===== src/hw/rtl/vdmlc_pkg.sv =====
// Package for the versioned direct-mapped lookup cache.
// Holds the slot count, the payload and slot types, the opcodes and the hash function.
// No dependencies.
`timescale 1ns / 1ps

package vdmlc_pkg;

  // The slot count must be a power of two between 2 and 256.
  localparam int unsigned SLOT_COUNT = 16;
  localparam int unsigned IDX_W = $clog2(SLOT_COUNT);

  localparam logic [31:0] HASH_MULT = 32'd2654435761;
  localparam logic [IDX_W-1:0] HASH_MULT_LO = HASH_MULT[IDX_W-1:0];

  typedef logic [IDX_W-1:0] idx_t;

  typedef enum logic [1:0] {
    OP_LOOKUP     = 2'd0,
    OP_FILL       = 2'd1,
    OP_INVALIDATE = 2'd2,
    OP_CLEAR_ALL  = 2'd3
  } opcode_t;

  typedef struct packed {
    opcode_t     opcode;
    logic [31:0] type_number;
    logic [31:0] object_number;
    logic [23:0] object_version;
    logic [47:0] fill_reference;
  } in_t;

  typedef struct packed {
    logic        hit;
    logic [47:0] hit_reference;
    logic [3:0]  slot_index;
  } out_t;

  typedef struct packed {
    logic [63:0] key;
    logic [23:0] version;
    logic [47:0] reference;
  } slot_t;

  typedef struct packed {
    logic        en;
    opcode_t     opcode;
    idx_t        index;
    logic [31:0] object_number;
    slot_t       entry;
  } slot_cmd_t;

  // Only the low index bits of the 64-bit hash matter for a power-of-two slot count.
  function automatic idx_t hash_index(logic [31:0] type_number, logic [31:0] object_number);
    logic [2*IDX_W-1:0] prod;
    logic [IDX_W-1:0]   sum;
    prod = type_number[IDX_W-1:0] * HASH_MULT_LO;
    sum  = prod[IDX_W-1:0] + object_number[IDX_W-1:0];
    return sum;
  endfunction

  function automatic logic [3:0] index_field(idx_t index);
    logic [IDX_W+3:0] wide;
    wide = {4'b0000, index};
    return wide[3:0];
  endfunction

endpackage


===== src/hw/rtl/versioned_direct_mapped_lookup_cache.sv =====
// Top level of the versioned direct-mapped lookup cache.
// Uses vdmlc_pkg, vdmlc_in_stage and vdmlc_slot_file.
//
//   Channel  Signals                        Payload
//   input    in_valid / in_ready / in_data  vdmlc_pkg::in_t
//   output   out_valid / out_ready / out_data  vdmlc_pkg::out_t
//
// Each transaction passes an input register and then a result register.
// One transaction is accepted per cycle while the result channel is not stalled.
// The slot file is read and updated in the same cycle.
// Reset clears every slot at once; the block accepts input in the cycle after reset.
// A stalled result holds the input register, which then stalls the input channel.
`timescale 1ns / 1ps

module versioned_direct_mapped_lookup_cache (
  input  logic            clk,
  input  logic            rst,
  input  logic            in_valid,
  output logic            in_ready,
  input  vdmlc_pkg::in_t  in_data,
  output logic            out_valid,
  input  logic            out_ready,
  output vdmlc_pkg::out_t out_data
);
  import vdmlc_pkg::*;

  logic      advance;
  logic      s1_valid;
  in_t       s1_data;
  slot_cmd_t cmd;
  slot_t     rd_slot;
  idx_t      index;
  out_t      result;

  assign advance = !out_valid || out_ready;

  vdmlc_in_stage u_in_stage (
    .clk      (clk),
    .rst      (rst),
    .in_valid (in_valid),
    .in_ready (in_ready),
    .in_data  (in_data),
    .advance  (advance),
    .s1_valid (s1_valid),
    .s1_data  (s1_data)
  );

  assign index = hash_index(s1_data.type_number, s1_data.object_number);

  always_comb begin
    cmd.en               = s1_valid && advance;
    cmd.opcode           = s1_data.opcode;
    cmd.index            = index;
    cmd.object_number    = s1_data.object_number;
    cmd.entry.key        = {s1_data.type_number, s1_data.object_number};
    cmd.entry.version    = s1_data.object_version;
    cmd.entry.reference  = s1_data.fill_reference;
  end

  vdmlc_slot_file u_slot_file (
    .clk     (clk),
    .rst     (rst),
    .cmd     (cmd),
    .rd_slot (rd_slot)
  );

  always_comb begin
    result = '0;
    case (s1_data.opcode)
      OP_LOOKUP: begin
        result.hit           = (rd_slot.key == cmd.entry.key)
                               && (rd_slot.version == s1_data.object_version);
        result.hit_reference = rd_slot.reference;
        result.slot_index    = index_field(index);
      end
      OP_FILL: begin
        result.hit_reference = s1_data.fill_reference;
        result.slot_index    = index_field(index);
      end
      default: begin
        result = '0;
      end
    endcase
  end

  always_ff @(posedge clk) begin
    if (rst) begin
      out_valid <= 1'b0;
    end else if (advance) begin
      out_valid <= s1_valid;
    end
  end

  always_ff @(posedge clk) begin
    if (advance && s1_valid) begin
      out_data <= result;
    end
  end

endmodule


===== src/hw/rtl/vdmlc_in_stage.sv =====
// Input register stage of the versioned direct-mapped lookup cache.
// Depends on vdmlc_pkg for the input payload type.
`timescale 1ns / 1ps

module vdmlc_in_stage (
  input  logic          clk,
  input  logic          rst,
  input  logic          in_valid,
  output logic          in_ready,
  input  vdmlc_pkg::in_t in_data,
  input  logic          advance,
  output logic          s1_valid,
  output vdmlc_pkg::in_t s1_data
);
  import vdmlc_pkg::*;

  assign in_ready = !rst && (!s1_valid || advance);

  always_ff @(posedge clk) begin
    if (rst) begin
      s1_valid <= 1'b0;
    end else if (in_ready) begin
      s1_valid <= in_valid;
    end
  end

  always_ff @(posedge clk) begin
    if (in_ready && in_valid) begin
      s1_data <= in_data;
    end
  end

endmodule


===== src/hw/rtl/vdmlc_slot_file.sv =====
// Slot register file of the versioned direct-mapped lookup cache.
// Applies fill, invalidate and clear commands and reads one slot. Depends on vdmlc_pkg.
`timescale 1ns / 1ps

module vdmlc_slot_file (
  input  logic                 clk,
  input  logic                 rst,
  input  vdmlc_pkg::slot_cmd_t cmd,
  output vdmlc_pkg::slot_t     rd_slot
);
  import vdmlc_pkg::*;

  slot_t slots [SLOT_COUNT];

  assign rd_slot = slots[cmd.index];

  always_ff @(posedge clk) begin
    if (rst) begin
      for (int i = 0; i < SLOT_COUNT; i++) begin
        slots[i] <= '0;
      end
    end else if (cmd.en) begin
      case (cmd.opcode)
        OP_FILL: begin
          slots[cmd.index] <= cmd.entry;
        end
        OP_INVALIDATE: begin
          for (int i = 0; i < SLOT_COUNT; i++) begin
            if (slots[i].key[31:0] == cmd.object_number) begin
              slots[i].key       <= '0;
              slots[i].reference <= '0;
            end
          end
        end
        OP_CLEAR_ALL: begin
          for (int i = 0; i < SLOT_COUNT; i++) begin
            slots[i] <= '0;
          end
        end
        default: begin
        end
      endcase
    end
  end

endmodule


===== config.mk =====
export PLATFORM = sky130hd
export DESIGN_NAME = versioned_direct_mapped_lookup_cache
export DESIGN_NICKNAME = d
export VERILOG_FILES = /design/src/hw/rtl/vdmlc_pkg.sv /design/src/hw/rtl/versioned_direct_mapped_lookup_cache.sv /design/src/hw/rtl/vdmlc_in_stage.sv /design/src/hw/rtl/vdmlc_slot_file.sv
export SDC_FILE = /design/constraint.sdc
export NUM_CORES = 2
export LEC_CHECK = 0
export BUFFER_PORTS_ARGS = -buffer_cell sky130_fd_sc_hd__clkbuf_2
export CORE_MARGIN = 2
export CORE_UTILIZATION = 40
export DETAILED_ROUTE_END_ITERATION = 6
export PLACE_DENSITY = 0.56
export SLEW_MARGIN = 20
export SYNTH_ARGS = -nofsm -noshare
export SYNTH_HDL_FRONTEND = slang
export SYNTH_SLANG_ARGS = --single-unit

===== constraint.sdc =====
create_clock -name clk -period 16.8 [get_ports clk]
set_input_delay 1.68 -clock clk [delete_from_list [all_inputs] [get_ports clk]]
set_output_delay 1.68 -clock clk [all_outputs]
set_load 0.02 [all_outputs]

==> metrics list <==
- Data on the critical path is required at its endpoint by ~17,000 ps.
* Count of state elements after synthesis: 2,369
* Width of the die: between 500 and 600 µm
* Net switching power of the design: 3.85 mW
- Count of vias placed by the detailed router: 70,800
* Predominant post-synthesis flop cell: edfxtp_1
- The via count of the first global-routing pass came to ~70,000.
- Detailed Place HPWL: 221 mm
- On the worst path, the slowest cell contributes a delay of approximately 1100 ps.
* Number of antenna-violating nets in the routed design: 0
- The Yosys step of the flow raised 0 warnings.
- Crit path buffers/inverters: 5
- Input and output buffers added on the ports amount to 196.
- H-tree levels: 5
- Hold path cells: 2
- In this run the count of I/O pins placed on the die edge is 197.
- Clk_skew: 62.5 ps
- Critical path arrival: roughly 8300 ps
* R2R cell count: 10
* Slowest-stage cell, CP: fa_4
- Clock tree synthesis selected as its root buffer the cell clkbuf_16.
- The cell that appears most often on the critical path is buf_4.
- Entering global routing, the biggest net connects 229 pins.
- The number of antenna violations at the first check in global routing is 17.
* Die ar.: 285,000 µm²
* WHS: between 500 and 600 ps
- Slew of the pin with the lowest slew margin: 1330 ps
- The routed design could run at a clock period as short as 7750 ps.
- Sink count of the clock tree: 2,369
* Share of total power in the clock network: 40.1%
- Post-layout net count: 7,851
- # resized after CTS: 0
- After clock tree synthesis, the clock-pin slew on the worst setup and hold paths is 60 ps.
- Setup violations remaining at the end of the flow were counted as 0.
- The floorplan step set the die height to 534 µm.
* DRC errors left: 5
- The netlist uses 75 different library cells.
- No sink is reached through more buffers than the 4 on the longest clock path.
* Total GRT Usage: 26.7%
* Maximum clock frequency: ~130 MHz
- The worst setup path is of the register to register kind.
- The mapped netlist covers 112,000 µm².
* Starting density of the core: about two fifths
- Clock tree synthesis inserted a total of around 280 buffers.
* Number of violations of the max-capacitance limit: 0
- Async set or reset register ratio after synthesis: 0%
- Failing checks: design-rule violations
* Startpoint kind of the worst setup timing path: register
* Number of enable flip-flop cells after synthesis: 2,367
* Leak pwr: 48.0 nW
- The critical path goes through ha_4, fa_4, buf_4, inv_4, nor2_4, buf_4, buf_4, nand2_1, nand3_4, buf_4.
- After routing, the total negative slack on setup checks comes to 0 ps.
- Routed wire length: between 300 and 400 mm
* Mapped Cells: 7,858
- Peak VDD IR: 0.0716 mV
* Post-Place Cells: 11,100
* Area growth, synth to finish: 11.2%
* Total power divided by cell area: 115 nW/µm²
- Number of pins exceeding their max-slew limit in the final report: 0
- Part of the power in combinational logic: between 10% and 20%
- Setup repair after global routing missed its margin: no
- In the final routed layout, each cell accounts on average for 33.2 µm.
- Total power for the finished layout comes to 14.3 mW.
* Critical Path Sink Type: register
- Drt via density: 6.08
* Gp weighted congestion: 0.933
* Leading cell types in the layout, fill and taps excluded: 2,367 x edfxtp_1, 1,071 x and3_1, 1,014 x and2_1
* Count of cell instances traversed by the critical path: 10
- Along the worst path, the maximum fanout reaches 66.
* Hold-fix buffers, CTS: 0
* Run status: complete, but fails checks
* Leading cell type in the layout, fill and taps excluded: edfxtp_1
* FP Rows: a little under 200
- Fraction of the cycle the final worst path needs: 46.1%
- Fraction of power spent switching nets: a little over a quarter
- Portion of the post-synthesis area used by sequential elements: 63.3%
* Average size of a mapped cell: ~14 µm²
- The number of nets in the synthesized netlist is approximately 8,000.
- Filler-free cell count of the finished design: about 12,000
- Iteration count of the initial detailed-routing pass: 7
* Standard cell core area: 279,000 µm²
* Cell class contributing the biggest share of worst-path delay: buffers and inverters
- Once the clock tree was built, the setup fixing pass inserted 0 buffers.
- The detailed router finished its first iteration with 9,778 violations.
- TritonCTS clock tree: yes
* Global-route wire length before repair: 546 mm
- The final hold violation count was 0.
* Filler instances: 24,700
- For the worst-skew pair, the clock arrives at the later sink with an insertion delay of 920 ps.
- Internal power comes to 10.5 mW.
- Cells with a size suffix above 1 make up 16.3% of the layout.
- The worst pin sits at a relative slew slack of 11.2%.
- Fraction of power consumed by sequential logic: a little under half
* Path category of the worst min-delay check: register to register
* Residual overflow from global routing: 0
==> power by group through the flow <==
| stage | logic [mW] | clock network, mW | registers [mW] |
|---|---|---|---|
| 2_1_floorplan | 0.994 | 0 | 6.97 |
| 3_3_place_gp | 1.68 | 0 | 6.99 |
| 3_5_place_dp | 1.68 | 0 | 7.01 |
| 4_1_cts | 1.69 | 5.82 | 6.88 |
| 5_1_grt | 1.76 | 6.04 | 6.91 |
| 6_report | 1.70 | 5.75 | 6.89 |
==> state kept, by name, indices dropped and copies added, names as in the netlist <==
| signal | count |
|---|---|
| out_data | 53 |
| out_valid | 1 |
| u_in_stage.s1_data | 138 |
| u_in_stage.s1_valid | 1 |
| u_slot_file.slots | 2176 |
==> synthesized netlist by cell type, types with 65 or more instances <==
| master | number | share of area, % |
|---|---|---|
| nand3_1 | 100 | 0.45 |
| mux2i_1 | 187 | 1.7 |
| and2_1 | 1015 | 5.7 |
| nor2_1 | 255 | 0.85 |
| nor4_1 | 65 | 0.36 |
| mux4_2 | 468 | 9.4 |
| nand2_1 | 374 | 1.2 |
| and3_1 | 1071 | 6.0 |
| xnor2_1 | 401 | 3.1 |
| clkbuf_1 | 623 | 2.1 |
| xor2_1 | 174 | 1.4 |
| nand4_1 | 125 | 0.70 |
| buf_2 | 91 | 0.41 |
| edfxtp_1 | 2367 | 63 |
| a21oi_1 | 75 | 0.33 |
==> stage by stage <==
| step | utilization, % | setup WS (ps) | instance area [µm²] |
|---|---|---|---|
| 6_report | 44.7 | 9050 | 125000 |
| 5_1_grt | 44.7 | 8920 | 125000 |
| 4_1_cts | 44.7 | 9120 | 125000 |
| 3_5_place_dp | 41.7 | 9130 | 116000 |
| 3_3_place_gp | 41.7 | 9120 | 116000 |
| 2_1_floorplan | - | 8120 | 112000 |
==> per-layer routing <==
layer	up-vias	share of wire, %	routed length (µm)	global-route usage (%)
li1	29100	-	-	-
met1	37100	40	157000	36.9
met2	3885	46	177000	41.3
met3	735	9.6	37300	5.51
met4	6	4.2	16100	10.1
met5	-	0.0083	32	0
==> kinds of logic after synthesis <==
family | after synthesis | share of synthesized area [%]
muxes | 672 | 11.3
xor gates and xnor gates | 576 | 4.51
AOI/OAI and AO/OA | 312 | 1.99
DFF | 2369 | 63.3
buffers and inverters | 850 | 3.25
and+or+nand+nor | 3075 | 15.6
adders and majority gates | 4 | 0.0512
==> final timing paths <==
| path | startpoint | to | slack [ps] |
|---|---|---|---|
| worst min-delay path | u_in_stage.s1_valid | out_valid | 520 |
| worst min register to register | u_in_stage.s1_valid | out_valid | 520 |
| worst max-delay path | u_in_stage.s1_data[104] | u_slot_file.slots[7][32] | 9050 |
| worst max register to register | u_in_stage.s1_data[104] | u_slot_file.slots[7][32] | 9050 |
==> worst register-to-register path: stages (launching register included) <==
cell and delay, ps:
edfxtp_1 630, ha_4 290, fa_4 1050, buf_4 630
inv_4 490, nor2_4 230, buf_4 750, buf_4 820
nand2_1 750, nand3_4 750, buf_4 900
==> area by class of cell <==
cell class	instances	area, µm²	area share (%)
Antenna cell	9	22.5	0.0180
Timing Repair Buffer	406	2740	2.19
Tap cell	3724	4660	3.73
Sequential cell	2369	71100	56.9
Multi-Input combinational cell	4639	37900	30.4
Inverter	11	43.8	0.0351
Clock buffer	348	7280	5.83
Clock inverter	140	1120	0.899
Note: power is estimated with default switching activity, not from simulation.
